### config.mk
export PLATFORM = sky130hd
export DESIGN_NAME = fcpu_ctrl
export DESIGN_NICKNAME = d
export VERILOG_FILES = /design/src/rtl/free_camera_pose_update_top_assert.svh /design/src/rtl/fcpu_pkg.sv /design/src/rtl/fcpu_ctrl.sv
export SDC_FILE = /design/constraint.sdc
export NUM_CORES = 1
export LEC_CHECK = 0
export BUFFER_PORTS_ARGS = -buffer_cell sky130_fd_sc_hd__buf_2
export CELL_PAD_IN_SITES_DETAIL_PLACEMENT = 1
export CELL_PAD_IN_SITES_GLOBAL_PLACEMENT = 2
export CORE_UTILIZATION = 29
export DETAILED_ROUTE_END_ITERATION = 6
export MAX_ROUTING_LAYER = met4
export PLACE_DENSITY_LB_ADDON = 0.15
export REMOVE_ABC_BUFFERS = 1
export SLEW_MARGIN = 10
export SYNTH_ARGS = -nofsm -noshare
export SYNTH_HDL_FRONTEND = slang
export SYNTH_SLANG_ARGS = --single-unit
### constraint.sdc
create_clock -name clk_i -period 1.4 [get_ports clk_i]
set_input_delay 0.28 -clock clk_i [delete_from_list [all_inputs] [get_ports clk_i]]
set_output_delay 0.28 -clock clk_i [all_outputs]
set_load 0.01 [all_outputs]
### src/rtl/free_camera_pose_update_top_assert.svh
// assertion macros for the free camera pose update block
// used by free_camera_pose_update_top; clock clk_i and reset rst_ni are implied
`ifndef FREE_CAMERA_POSE_UPDATE_TOP_ASSERT_SVH
`define FREE_CAMERA_POSE_UPDATE_TOP_ASSERT_SVH

`ifndef ASSERT_OFF
// property holds at every clock edge out of reset
`define FCPU_ASSERT(lbl, prop) \
  lbl: assert property (@(posedge clk_i) disable iff (!rst_ni) (prop)) \
    else $error("fcpu assertion failed");
// condition implies consequence in the next cycle
`define FCPU_ASSERT_NEXT(lbl, cond, cons) \
  lbl: assert property (@(posedge clk_i) disable iff (!rst_ni) (cond) |=> (cons)) \
    else $error("fcpu assertion failed");
`else
`define FCPU_ASSERT(lbl, prop)
`define FCPU_ASSERT_NEXT(lbl, cond, cons)
`endif

`endif

### src/rtl/fcpu_pkg.sv
// shared types, constants and table functions for the free camera pose update
// no dependencies
package fcpu_pkg;

  localparam int unsigned POS_FRAC_BITS_DEF = 16;
  localparam int unsigned TRIG_ITER_DEF     = 16;

  // angle units are 1/64 degree
  localparam int FULL_TURN    = 23040;
  localparam int QUARTER_TURN = 5760;
  localparam int PITCH_LIMIT  = 5696;

  localparam longint PI_Q30      = 64'sd3373259426;
  localparam longint GAIN_INV    = 64'sd652032874;
  // arctangent of one, a quarter of pi
  localparam longint ATAN_ONE    = PI_Q30 / 4;
  // remainder to radians: r*pi/11520 = r*Q + (r*R)/11520
  localparam int unsigned ZQ     = 292817;
  localparam int unsigned ZR     = 7586;
  // reciprocal of 45 for the /11520 = /256/45 split
  localparam int unsigned RECIP45 = 372828;

  // trig word, direction word widths
  localparam int unsigned TW = 34;
  localparam int unsigned FW = TW + 1;
  localparam int unsigned DW = FW + 1;

  // configuration register indexes
  localparam int unsigned CFG_IDX_W = 2;
  localparam logic [CFG_IDX_W-1:0] CFG_MOVE_STEP = 2'd0;
  localparam logic [CFG_IDX_W-1:0] CFG_CURSOR_DIST = 2'd1;
  localparam logic [15:0] MOVE_STEP_RST = 16'd6554;
  localparam logic [7:0]  CURSOR_DIST_RST = 8'd10;

  typedef enum logic [2:0] {
    TOP_NONE,
    TOP_PREP,
    TOP_ZMUL,
    TOP_ZDIV,
    TOP_ITER,
    TOP_FIN
  } trig_op_e;

  typedef enum logic [3:0] {
    S_IDLE,
    S_PREP,
    S_ZMUL,
    S_ZDIV,
    S_ITER,
    S_FIN,
    S_FMUL0,
    S_FMUL2,
    S_MOVE,
    S_ROTATE,
    S_CURSOR,
    S_OUT
  } state_e;

  typedef struct packed {
    trig_op_e   top;
    logic       load;
    logic       fmul;
    logic       fsel;
    logic       move;
    logic       rotate;
    logic       cursor;
    logic       out_load;
    logic [1:0] axis;
  } dp_cmd_t;

  // quotient of a small non-negative numerator, restoring long division
  function automatic longint quot_f(input longint num, input longint den);
    longint q;
    longint rem;
    q   = 0;
    rem = 0;
    for (int b = 31; b >= 0; b--) begin
      rem = (rem <<< 1) | ((num >>> b) & 64'sd1);
      q   = q <<< 1;
      if (rem >= den) begin
        rem = rem - den;
        q   = q | 64'sd1;
      end
    end
    return q;
  endfunction

  // arctangent of 2^-i in q30 radians, truncated alternating series
  function automatic logic [31:0] atan_q30_f(input int i);
    longint sum;
    longint t;
    int     e;
    sum = 0;
    if (i == 0) begin
      return 32'(ATAN_ONE);
    end
    for (int k = 0; k < 32; k++) begin
      e = 30 - i * (2 * k + 1);
      if (e >= 0) begin
        t = quot_f(longint'(1) << e, longint'(2 * k + 1));
        sum = ((k & 1) == 1) ? sum - t : sum + t;
      end
    end
    return 32'(sum);
  endfunction

endpackage

### src/rtl/fcpu_ctrl.sv
// controller: sequences trig, move, rotation and cursor steps, owns the handshakes
// depends on fcpu_pkg
module fcpu_ctrl import fcpu_pkg::*; #(
  parameter int unsigned TRIG_ITERATIONS = TRIG_ITER_DEF
) (
  input  logic                               clk_i,
  input  logic                               rst_ni,
  input  logic                               in_valid_i,
  output logic                               in_ready_o,
  output logic                               out_valid_o,
  input  logic                               out_ready_i,
  output dp_cmd_t                            cmd_o,
  output logic [$clog2(TRIG_ITERATIONS)-1:0] idx_o
);

  localparam int unsigned IW = $clog2(TRIG_ITERATIONS);

  state_e        state_d, state_q;
  logic [IW-1:0] iter_d, iter_q;
  logic [1:0]    axis_d, axis_q;
  logic          phase_d, phase_q;
  logic          out_valid_d, out_valid_q;
  logic          out_free;

  assign out_free = !out_valid_q || out_ready_i;

  // next state and counters
  always_comb begin
    state_d = state_q;
    iter_d  = iter_q;
    axis_d  = axis_q;
    phase_d = phase_q;
    unique case (state_q)
      S_IDLE: begin
        if (in_valid_i) begin
          state_d = S_PREP;
          phase_d = 1'b0;
        end
      end
      S_PREP: state_d = S_ZMUL;
      S_ZMUL: state_d = S_ZDIV;
      S_ZDIV: begin
        state_d = S_ITER;
        iter_d  = '0;
      end
      S_ITER: begin
        if (iter_q == IW'(TRIG_ITERATIONS - 1)) begin
          state_d = S_FIN;
        end else begin
          iter_d = iter_q + IW'(1);
        end
      end
      S_FIN:   state_d = S_FMUL0;
      S_FMUL0: state_d = S_FMUL2;
      S_FMUL2: begin
        state_d = phase_q ? S_CURSOR : S_MOVE;
        axis_d  = 2'd0;
      end
      S_MOVE: begin
        if (axis_q == 2'd2) begin
          state_d = S_ROTATE;
        end else begin
          axis_d = axis_q + 2'd1;
        end
      end
      S_ROTATE: begin
        state_d = S_PREP;
        phase_d = 1'b1;
      end
      S_CURSOR: begin
        if (axis_q == 2'd2) begin
          state_d = S_OUT;
        end else begin
          axis_d = axis_q + 2'd1;
        end
      end
      S_OUT: begin
        if (out_free) begin
          state_d = S_IDLE;
        end
      end
      default: state_d = S_IDLE;
    endcase
  end

  // datapath commands
  always_comb begin
    cmd_o        = '0;
    cmd_o.top    = TOP_NONE;
    cmd_o.axis   = axis_q;
    unique case (state_q)
      S_IDLE:   cmd_o.load = in_valid_i;
      S_PREP:   cmd_o.top = TOP_PREP;
      S_ZMUL:   cmd_o.top = TOP_ZMUL;
      S_ZDIV:   cmd_o.top = TOP_ZDIV;
      S_ITER:   cmd_o.top = TOP_ITER;
      S_FIN:    cmd_o.top = TOP_FIN;
      S_FMUL0:  cmd_o.fmul = 1'b1;
      S_FMUL2: begin
        cmd_o.fmul = 1'b1;
        cmd_o.fsel = 1'b1;
      end
      S_MOVE:   cmd_o.move = 1'b1;
      S_ROTATE: cmd_o.rotate = 1'b1;
      S_CURSOR: cmd_o.cursor = 1'b1;
      S_OUT:    cmd_o.out_load = out_free;
      default: ;
    endcase
  end

  // result valid flag
  always_comb begin
    out_valid_d = out_valid_q;
    if (cmd_o.out_load) begin
      out_valid_d = 1'b1;
    end else if (out_ready_i) begin
      out_valid_d = 1'b0;
    end
  end

  always_ff @(posedge clk_i or negedge rst_ni) begin
    if (!rst_ni) begin
      state_q     <= S_IDLE;
      iter_q      <= '0;
      axis_q      <= '0;
      phase_q     <= 1'b0;
      out_valid_q <= 1'b0;
    end else begin
      state_q     <= state_d;
      iter_q      <= iter_d;
      axis_q      <= axis_d;
      phase_q     <= phase_d;
      out_valid_q <= out_valid_d;
    end
  end

  assign in_ready_o  = (state_q == S_IDLE);
  assign out_valid_o = out_valid_q;
  assign idx_o       = iter_q;

endmodule

# After elaboration in Yosys (flattened, before gate mapping)
# Cells that the tools add are included.
# W data, S select, Z words.
[totals]
register_bits = 12
inputBits = 4
wordCells = 63
output_inout_bits = 18
[op_classes]
add_sub_neg = 2
n_mux = 23
n_reduce_logical = 13
eq_ne = 20
[op_table]
columns = ["operator", "n"]
rows = [
  ["$pmux W4 S12", 1],
  ["$mux W4", 6],
  ["$eq A4 B4 Y1 const B", 5],
  ["$eq A4 B3 Y1 const B", 4],
  ["$pmux W3 S5", 1],
  ["$ne A2 B2 Y1 const B", 7],
  ["$mux W1", 10],
  ["$eq A4 B2 Y1 const B", 2],
  ["$pmux W4 S2", 1],
  ["$reduce_bool A2 Y1", 4],
  ["$reduce_and A2 Y1", 3],
  ["$reduce_and A5 Y1", 1],
  ["$add A4 B1 Y4 const B", 1],
  ["$eq A4 B1 Y1 const B", 1],
  ["$logic_not A4 Y1", 1],
  ["$mux W2", 2],
  ["$pmux W2 S2", 1],
  ["$reduce_or A2 Y1", 2],
  ["$add A2 B1 Y2 const B", 1],
  ["$eq A2 B2 Y1 const B", 1],
  ["$pmux W1 S2", 1],
  ["$logic_not A1 Y1", 1],
  ["$logic_or A1 B1 Y1", 1],
]

# Longest topological paths before layout
# Gate-level depths: netlist (run 1).
[logic_depth]
word_depth = 4
depth_mapped = 5
depth_no_buf = 5

# Worst setup path after synthesis (run 1)
# Ideal clock, no wire load.
[synth_timing]
kind = "register -> output"
from = "register state_q[2]"
to = "output cmd_o[8] in the netlist's numbering"
path_slack_ns = -0.048
stages_incl_launch_ff = 4
path_buffers = 1
required_time_ns = 1.120
arrival_time_ns = 1.168
cell_sequence = "dfrtp_1 -> buf_4 -> nor4_2 -> and2_1"
[synth_rtl]
columns = ["element", "line", "source"]
rows = [
  ["from (decl)", "fcpu_ctrl.sv:18", "state_e state_d, state_q;"],
  ["from (signal assigned)", "fcpu_ctrl.sv:129", "state_q <= state_d;"],
  ["to (decl)", "fcpu_ctrl.sv:12", "output dp_cmd_t cmd_o,"],
]

==> results of run 1 <==
## metal layers
layer,GRT usage,routed length (µm),vias up
met1,0.2196,1006,398
met5,-,0,-
met3,0.05932,82,0
met2,0.3148,1264,16
li1,-,-,388
met4,0.02632,0,0
## critical path, delay by kind of cell (launching register included)
family / cells / cell delay (ns)
AND/OR/NAND/NOR: 2 / 0.28
buffers and inverters: 2 / 0.29
flip-flops: 1 / 0.48
## path summary, 6_finish.rpt
| check | startpoint | end | slack, ns | depth (start not counted) |
|---|---|---|---|---|
| setup / recovery | state_q[2] | cmd_o[7] | -0.22 | 4 |
| hold / removal | out_ready_i | out_valid_o | 0.33 | 3 |
| setup reg to reg | state_q[2] | phase_q | -0.18 | 5 |
| hold reg to reg | axis_q[0] | axis_q[0] | 0.56 | 1 |
| max in group asynchronous | rst_ni | state_q[3] | 0.73 | 2 |
| min in group asynchronous | rst_ni | idx_o[3] | 0.42 | 2 |
## state kept, by name (all words and copies together), names as in the netlist
register and flops:
idx_o 4, phase_q 1, axis_q 2, state_q 4
out_valid_o 1
## power by group
group | switching (µW) | internal [µW] | total [µW]
Sequential | 181 | 484 | 666
Combinational | 850 | 945 | 1790
Clock | 135 | 158 | 293
Total | 1170 | 1590 | 2750
## layout make-up
cell class,count,share of cell area
flip-flops and latches,12,0.2569
inverters,4,0.01268
repair buffers,45,0.2685
multi-input cells,62,0.3996
well taps,30,0.03171
clock buffers,4,0.03066
## repair_timing
| item | CTS | global route |
|---|---|---|
| endpoints found under the setup margin | 12 | 17 |
| endpoints found under the hold margin | 12 | 0 |
| pin swaps | 4 | 1 |
| hold buffers | 1 | 0 |
| resized for setup | 13 | 10 |
| setup buffers | 7 | 1 |
## stage by stage
stage / hold slack [ns] / instances
floorplan: -0.01559 / 78
global placement: 0.1854 / 144
detailed placement: 0.1892 / 144
CTS: 0.3246 / 156
global route: 0.3227 / 157
finish: 0.3291 / 157
## logic make-up (layout without fill, tap and decap cells)
kind of cell | Yosys count | in the layout | share of synthesized area
compound gates | 14 | 14 | 0.1226
xor+xnor | 1 | 1 | 0.01129
fa+ha+maj | 2 | 2 | 0.03225
buf+inv | 11 | 53 | 0.08548
flops | 12 | 12 | 0.3871
mux | 3 | 3 | 0.03871
simple gates | 42 | 42 | 0.3226
## cells in the final DEF, fill, tap and decap left out, types with 3 or more instances in the layout
cell type,netlist,final
a21oi_1,4,3
and3_1,4,3
buf_2,2,20
buf_4,4,19
buf_6,1,4
clkbuf_4,0,3
dfrtp_1,12,9
dfrtp_2,0,3
inv_1,4,4
mux2i_1,3,3
nand2_1,5,5
nand3_1,3,3
nand4_1,4,4
nor2_1,6,5
nor2b_1,6,4
nor3_2,1,4
==> flow_summary.toml, run 1 <==
[status]
status = "finished, violations left"
violations = "negative setup slack"

[worst_hold_path]
hp-class = "in -> reg"

[floorplan]
dieArea_um2 = 2886
fp.dieH_um = 53.72
ios = 22
coreArea_um2 = 2500
rows = 18
dieWidth_um = 53.72
initial_core_util = 0.3103

[logic_synthesis]
synth_seq_cells = 12
async_flop_share = 1.000
synthTopCellsByCount = "12 x dfrtp_1, 6 x nor2_1, 6 x nor2b_1"
synth_top_area_share = 0.3871
ys.flop_type = "dfrtp_1"
synth_top_area_cell = "dfrtp_1"
yosysSeqAreaShare = 0.3871
synth_warnings = 0
synth-edff-count = 0
netlist_instances = 85
synth_area_um2 = 775.7
synth.area.top_cells = "dfrtp_1 39%, nor2b_1 4.8%, mux2i_1 3.9%"
synth.distinct_cells = 32
syn-mean-instance-area_um2 = 9.126
yosysMostFrequentCell = "dfrtp_1"

[sta]
rsz0062_at_grt = "true"
clock.fmax_ghz = 0.6186
slew_headroom = 0.8009
fin_crit_sh = 1.155
tightest_slew_ns = 0.2987
fin_skew_ns = 0.001757
finalMaxSlewViolations = 0
layout_min_cycle_time_ns = 1.617
setup-tns-final_ns = -1.870
hold_viol_final = 0
fin_ws_ns = -0.2165
setup-violations-final = 13

[global_route]
antenna_found_initial = 0
grt_pass1_vias = 791
grt_usage = 0.1866
grt_pass1_wl_um = 3650
grt_max_degree = 18
grt-ovfl-total = 0

[layout]
nets = 134
drive_gt1_frac = 0.5276
final-seq-area_um2 = 304.0
design_area_um2 = 1184
multi_input_area_um2 = 473.0
n_fill_cell = 289
num_antenna_cells = 0
finish.utilization = 0.4735
area_growth_pct = 52.58

[placed_design]
io_buffer_count = 21
dp_hpwl_um = 1594
place.gp.congestion = 0.7524
dp_slack_ns = -0.004121
dpl_cell_area_um2 = 992.2

[worst_setup_path]
worstPathMaxFanout = 6
required_ns = 1.12
crit_chain = "buf_6 > nor2b_1 > and2_1 > buf_2"
endpoint_kind = "output pin"
crit_path_max_incr_delay_ns = 0.48
critPathLaunchType = "register"
cp_slowest_cell = "dfrtp_2"
arrival_ns = 1.34
criticalPathCategory = "reg -> out"

[routing]
wl_um = 2353
drt_iter0_drc = 9
viasPerCell = 5.108
wire_per_inst_um = 14.99
drt-pass1-iter-count = 4
vias = 802
drc = 0
ant_nets = 0

[power]
power_uw = 2753
power_density_nw_per_um2 = 2326
leakage_uw = 0.0005935
peakVddDrop_mv = 1.234

[clock_network]
clkTransAtPathRegs_ns = 0.08
cts.path.max_buffers = 2
cts_buffers = 3
cts_tree = "built"
cts-root-buf = "clkbuf_4"
cts_sinks = 12
cts_htree_levels = 1
clkLatencyLatePin_ns = 0.28

[job]
drv_cap = 0
No activity file was read; power rests on OpenSTA's default activity.
==> inputs of run 2 (changes only) <==
--- a/config.mk
+++ b/config.mk
@@ -5,10 +5,11 @@
 export SDC_FILE = /design/constraint.sdc
 export NUM_CORES = 1
 export LEC_CHECK = 0
+export ABC_AREA = 1
 export BUFFER_PORTS_ARGS = -buffer_cell sky130_fd_sc_hd__buf_2
 export CELL_PAD_IN_SITES_DETAIL_PLACEMENT = 1
 export CELL_PAD_IN_SITES_GLOBAL_PLACEMENT = 2
-export CORE_UTILIZATION = 29
+export CORE_UTILIZATION = 26
 export DETAILED_ROUTE_END_ITERATION = 6
 export MAX_ROUTING_LAYER = met4
 export PLACE_DENSITY_LB_ADDON = 0.15
==> flow_summary.toml, run 2 <==
[floorplan]
rows = 19
ios = 22
coreArea_um2 = 2734
dieArea_um2 = 3096
dieWidth_um = 55.65
fp.dieH_um = 55.65
initial_core_util = 0.2737

[sta]
fin_ws_ns = -0.1515
slew_headroom = 0.8029
setup-tns-final_ns = -1.106
hold_viol_final = 0
rsz0062_at_grt = "true"
fin_skew_ns = 0.003562
tightest_slew_ns = 0.2956
finalMaxSlewViolations = 0
clock.fmax_ghz = 0.6445
layout_min_cycle_time_ns = 1.552
setup-violations-final = 11
fin_crit_sh = 1.108

[clock_network]
cts-root-buf = "clkbuf_4"
cts_buffers = 3
clkLatencyLatePin_ns = 0.28
cts_htree_levels = 1
clkTransAtPathRegs_ns = 0.08
cts_tree = "built"
cts.path.max_buffers = 2
cts_sinks = 12

[job]
drv_cap = 0

[routing]
wl_um = 2070
ant_nets = 0
wire_per_inst_um = 12.40
drc = 0
vias = 774
viasPerCell = 4.635
drt_iter0_drc = 11
drt-pass1-iter-count = 2

[worst_hold_path]
holdPathStages = 2
hp-start = "out_ready_i"
hp-class = "in -> reg"

[logic_synthesis]
synth_seq_cells = 12
synth_top_area_share = 0.4013
synth.distinct_cells = 22
yosysMostFrequentCell = "nand2_1"
synth_warnings = 0
netlist_instances = 103
async_flop_share = 1.000
synth_area_um2 = 748.2
syn-mean-instance-area_um2 = 7.264
synth-edff-count = 0
synth.area.top_cells = "dfrtp_1 40%, nand2_1 14%, nor2_1 6.5%"
yosysSeqAreaShare = 0.4013
synth_top_area_cell = "dfrtp_1"
ys.flop_type = "dfrtp_1"
synthTopCellsByCount = "28 x nand2_1, 13 x nor2_1, 12 x dfrtp_1"

[placed_design]
place.gp.congestion = 0.7380
io_buffer_count = 21
dp.cells = 155
dp_slack_ns = 0.04863
dp_hpwl_um = 1603

[worst_setup_path]
r2r_cells = 7
crit_path_max_incr_delay_ns = 0.48
critPathLaunchType = "register"
path_delay_family = "flip-flops"
endpoint_kind = "output pin"
worstPathMaxFanout = 6
crit_chain = "nor2_4 > nand2_1 > nor2_1 > buf_2"
arrival_ns = 1.27
path_depth = 4
cp-startpoint = "state_q[2]"
criticalPathCategory = "reg -> out"
r2r-start = "state_q[2]"
required_ns = 1.12
crit_buf_inv = 1
cp_slowest_cell = "dfrtp_2"

[global_route]
grt_max_degree = 13
grt_pass1_vias = 769
grt-ovfl-total = 0
antenna_found_initial = 0
grt_usage = 0.1428
grt_pass1_wl_um = 3401

[power]
power_uw = 2257
clkPwrFrac = 0.126
leakage_uw = 0.0005996
p_seq_frac = 0.279
p_switching_uw = 1049
p_int_uw = 1208
peakVddDrop_mv = 0.8775
power_frac_comb = 0.595
swShare = 0.4647
power_density_nw_per_um2 = 2071

[layout]
area_growth_pct = 45.65
final_cell_mix = "28 x nand2_1, 18 x buf_2, 9 x nor2_1, 8 x dfrtp_1"
final_cells = 167
drive_gt1_frac = 0.4559
n_fill_cell = 334
num_antenna_cells = 0
finish.utilization = 0.3986
nets = 143
mostFrequentLayoutCell = "nand2_1"

[status]
status = "finished, violations left"
violations = "negative setup slack"
## run 2: cell types whose count changed in the layout (fill, tap and decap cells not counted), moves of 4 or more
cell     delta
nor2_4      +6
nand4_1     -4
nor2b_1     -4
inv_2       +7
buf_4      -12
nor2_1      +4
nand2_1    +23
o21ai_0     +4
## run 2: logic make-up (layout without fill, tap and decap cells)
| kind of cell | count (synthesis) | in the layout | synth area share |
|---|---|---|---|
| adder cells (fa/ha/maj) | 2 | 2 | 0.03344 |
| AND/OR/NAND/NOR | 57 | 57 | 0.3512 |
| buffers and inverters | 18 | 51 | 0.1003 |
| XOR/XNOR | 1 | 1 | 0.01171 |
| AO/OA/AOI/OAI | 13 | 13 | 0.1020 |
| flip-flops | 12 | 12 | 0.4013 |
## run 2: worst paths after layout
check	to	slack (ns)
max in group asynchronous	state_q[2]	0.74
worst min-delay path	out_valid_o	0.20
worst max register to register	state_q[3]	0.08
min in group asynchronous	idx_o[1]	0.41
worst min register to register	axis_q[0]	0.50
worst max-delay path	cmd_o[3]	-0.15
## run 2: power groups by stage
stage / Combinational, µW / Clock [µW] / Sequential, µW
finish: 1340 / 285 / 629
global route: 1500 / 308 / 648
CTS: 1190 / 292 / 631
detailed placement: 1030 / 0 / 602
global placement: 1030 / 0 / 597
floorplan: 638 / 0 / 616
## run 2: final cells by class
cell class | instances | area, µm² | area share
inverters | 16 | 65.06 | 0.05970
multi-input cells | 73 | 426.7 | 0.3915
well taps | 31 | 38.79 | 0.03559
flip-flops and latches | 12 | 305.3 | 0.2801
repair buffers | 31 | 217.7 | 0.1998
clock buffers | 4 | 36.28 | 0.03329
## run 2: what timing repair did
| action | 4_1_cts | 5_1_grt |
|---|---|---|
| setup buffers | 4 | 3 |
| hold buffers | 1 | 0 |
| pin swaps | 2 | 3 |
| gates resized for setup | 15 | 10 |
| setup endpoints to repair | 11 | 18 |
| hold endpoints to repair | 12 | 0 |
## run 2: per-layer routing
metal / vias to the layer above / GRT usage / share of wire
met4: 0 / 0.06429 / 0.011
li1: 395 / - / -
met3: 5 / 0.03023 / 0.034
met5: - / - / 0
met1: 361 / 0.1743 / 0.46
met2: 13 / 0.2272 / 0.49
## run 2: through the flow
stage                     cell area [µm²]  hold slack, ns
after floorplan                     733.2        -0.01559
after CTS                            1023          0.2004
final                                1090          0.1982
after global routing                 1090          0.2131
after detailed placement            892.1          0.1916
after global placement              892.1          0.1913
==> inputs of run 3 (changes only) <==
--- a/config.mk
+++ b/config.mk
@@ -8,8 +8,8 @@
 export ABC_AREA = 1
 export BUFFER_PORTS_ARGS = -buffer_cell sky130_fd_sc_hd__buf_2
 export CELL_PAD_IN_SITES_DETAIL_PLACEMENT = 1
-export CELL_PAD_IN_SITES_GLOBAL_PLACEMENT = 2
-export CORE_UTILIZATION = 26
+export CELL_PAD_IN_SITES_GLOBAL_PLACEMENT = 1
+export CORE_UTILIZATION = 34
 export DETAILED_ROUTE_END_ITERATION = 6
 export MAX_ROUTING_LAYER = met4
 export PLACE_DENSITY_LB_ADDON = 0.15
==> flow_summary.toml, run 3 (same netlist as run 2, synthesis figures left out) <==
[worst_setup_path]
criticalPathCategory = "reg -> out"
r2r_end = "idx_o[3]"
endpoint_kind = "output pin"
critPathLaunchType = "register"
arrival_ns = 1.28
required_ns = 1.12
r2r-start = "state_q[3]"
worstPathMaxFanout = 6
r2r_slack_ns = 0
r2r_cells = 9

[clock_network]
cts-root-buf = "clkbuf_4"
clkTransAtPathRegs_ns = 0.07
clkLatencyLatePin_ns = 0.28
cts_buffers = 3
cts_sinks = 12
cts_htree_levels = 1
cts_tree = "built"
cts.path.max_buffers = 2

[worst_hold_path]
holdPathStages = 2
hp-class = "in -> reg"
hold_end = "out_valid_o"
hp-start = "out_ready_i"

[routing]
wire_per_inst_um = 14.40
viasPerCell = 4.723
ant_nets = 0
drt-pass1-iter-count = 4
drc = 0
vias = 784
drt_iter0_drc = 11
wl_um = 2391

[layout]
design_area_um2 = 1076
area_growth_pct = 43.81
num_antenna_cells = 0
mostFrequentLayoutCell = "nand2_1"
final_cell_mix = "22 x nand2_1, 20 x buf_2, 11 x buf_4, 9 x inv_1, 9 x nor2_1"
drive_gt1_frac = 0.4892
nets = 147

[global_route]
grt_max_degree = 13
grt_pass1_wl_um = 3760
grt_pass1_vias = 810
grt-ovfl-total = 0
antenna_found_initial = 0
grt_usage = 0.2249

[placed_design]
dp_hpwl_um = 1602
dpl_cell_area_um2 = 894.6
dp_slack_ns = 0.04987
place.gp.congestion = 0.8237
io_buffer_count = 21

[status]
status = "finished, violations left"
violations = "negative setup slack"

[power]
p_switching_uw = 1075
power_frac_comb = 0.623
p_seq_frac = 0.280
power_density_nw_per_um2 = 2054
swShare = 0.4862
p_int_uw = 1136
leakage_uw = 0.0006053
peakVddDrop_mv = 0.9501
clkPwrFrac = 0.097

[sta]
fin_skew_ns = 0.0006994
fin_ws_ns = -0.1565
layout_min_cycle_time_ns = 1.557
fin_crit_sh = 1.112
tightest_slew_ns = 0.2827
finalMaxSlewViolations = 0
clock.fmax_ghz = 0.6425
setup-violations-final = 12
rsz0062_at_grt = "true"
slew_headroom = 0.8115
hold_viol_final = 0

[floorplan]
ios = 22
coreArea_um2 = 2022
rows = 16
dieArea_um2 = 2392
fp.dieH_um = 48.91
initial_core_util = 0.3700
dieWidth_um = 48.91

[job]
drv_cap = 0
## run 3: cell count changes in the layout (fill, tap and decap cells not counted), moves of 2 or more
cell and change:
nand2_4 +2, nand2_1 -6, nand2_2 +5, inv_1 +2
buf_4 +4, inv_4 -2, buf_2 +2
## run 3: worst max path at each step
stage	start	to	depth (start not counted)
finish	state_q[2]	cmd_o[5]	4
CTS	state_q[2]	cmd_o[8]	4
floorplan	idx_o[0]	state_q[3]	7
global placement	state_q[0]	state_q[1]	6
detailed placement	state_q[0]	state_q[0]	6
global route	state_q[3]	cmd_o[5]	5
## run 3: per-layer routing
metal	wire length, µm	GRT usage	up-vias	part of all wire
met5	0	-	-	0
met4	54	0.1176	0	0.023
met3	76	0.06542	5	0.032
met2	1182	0.3519	13	0.49
met1	1077	0.2601	364	0.45
li1	-	-	402	-
## run 3: metrics by stage
stage / std cells / utilization / power [µW] / hold slack [ns] / TNS, ns
final: 166 / 0.5322 / 2211 / 0.2114 / -1.396
after global routing: 166 / 0.5322 / 2404 / 0.2222 / -2.343
after CTS: 162 / 0.4926 / 1993 / 0.2161 / -1.308
after detailed placement: 152 / 0.4425 / 1643 / 0.1779 / 0
after global placement: 152 / 0.4425 / 1617 / 0.1772 / 0
after floorplan: 101 / - / 1255 / -0.01559 / 0
## run 3: power groups by stage
stage	combinational, µW	sequential [µW]	clock, µW
after detailed placement	1040	600	0
after global placement	1030	587	0
after floorplan	638	616	0
after global routing	1530	634	245
final	1380	619	215
after CTS	1160	611	218
## run 3: timing repair
item	CTS	global route
endpoints found under the hold margin	12	0
hold buffers	1	0
setup endpoints to repair	11	18
buffers inserted	6	4
pin swaps	2	4
resized for setup	7	18
## run 3: cell type report
class | instances | area [µm²]
tap | 27 | 33.78
timing repair buffer | 35 | 226.5
fill | 268 | 945.9
multi-input combinational | 73 | 427.9
clock buffer | 3 | 22.52
inverter | 16 | 60.06
sequential | 12 | 305.3
## run 3: critical path: stages, from the launching register on
cell	delay, ns
dfrtp_2	0.46
nor2_4	0.21
inv_1	0.09
nor2_1	0.09
buf_2	0.14
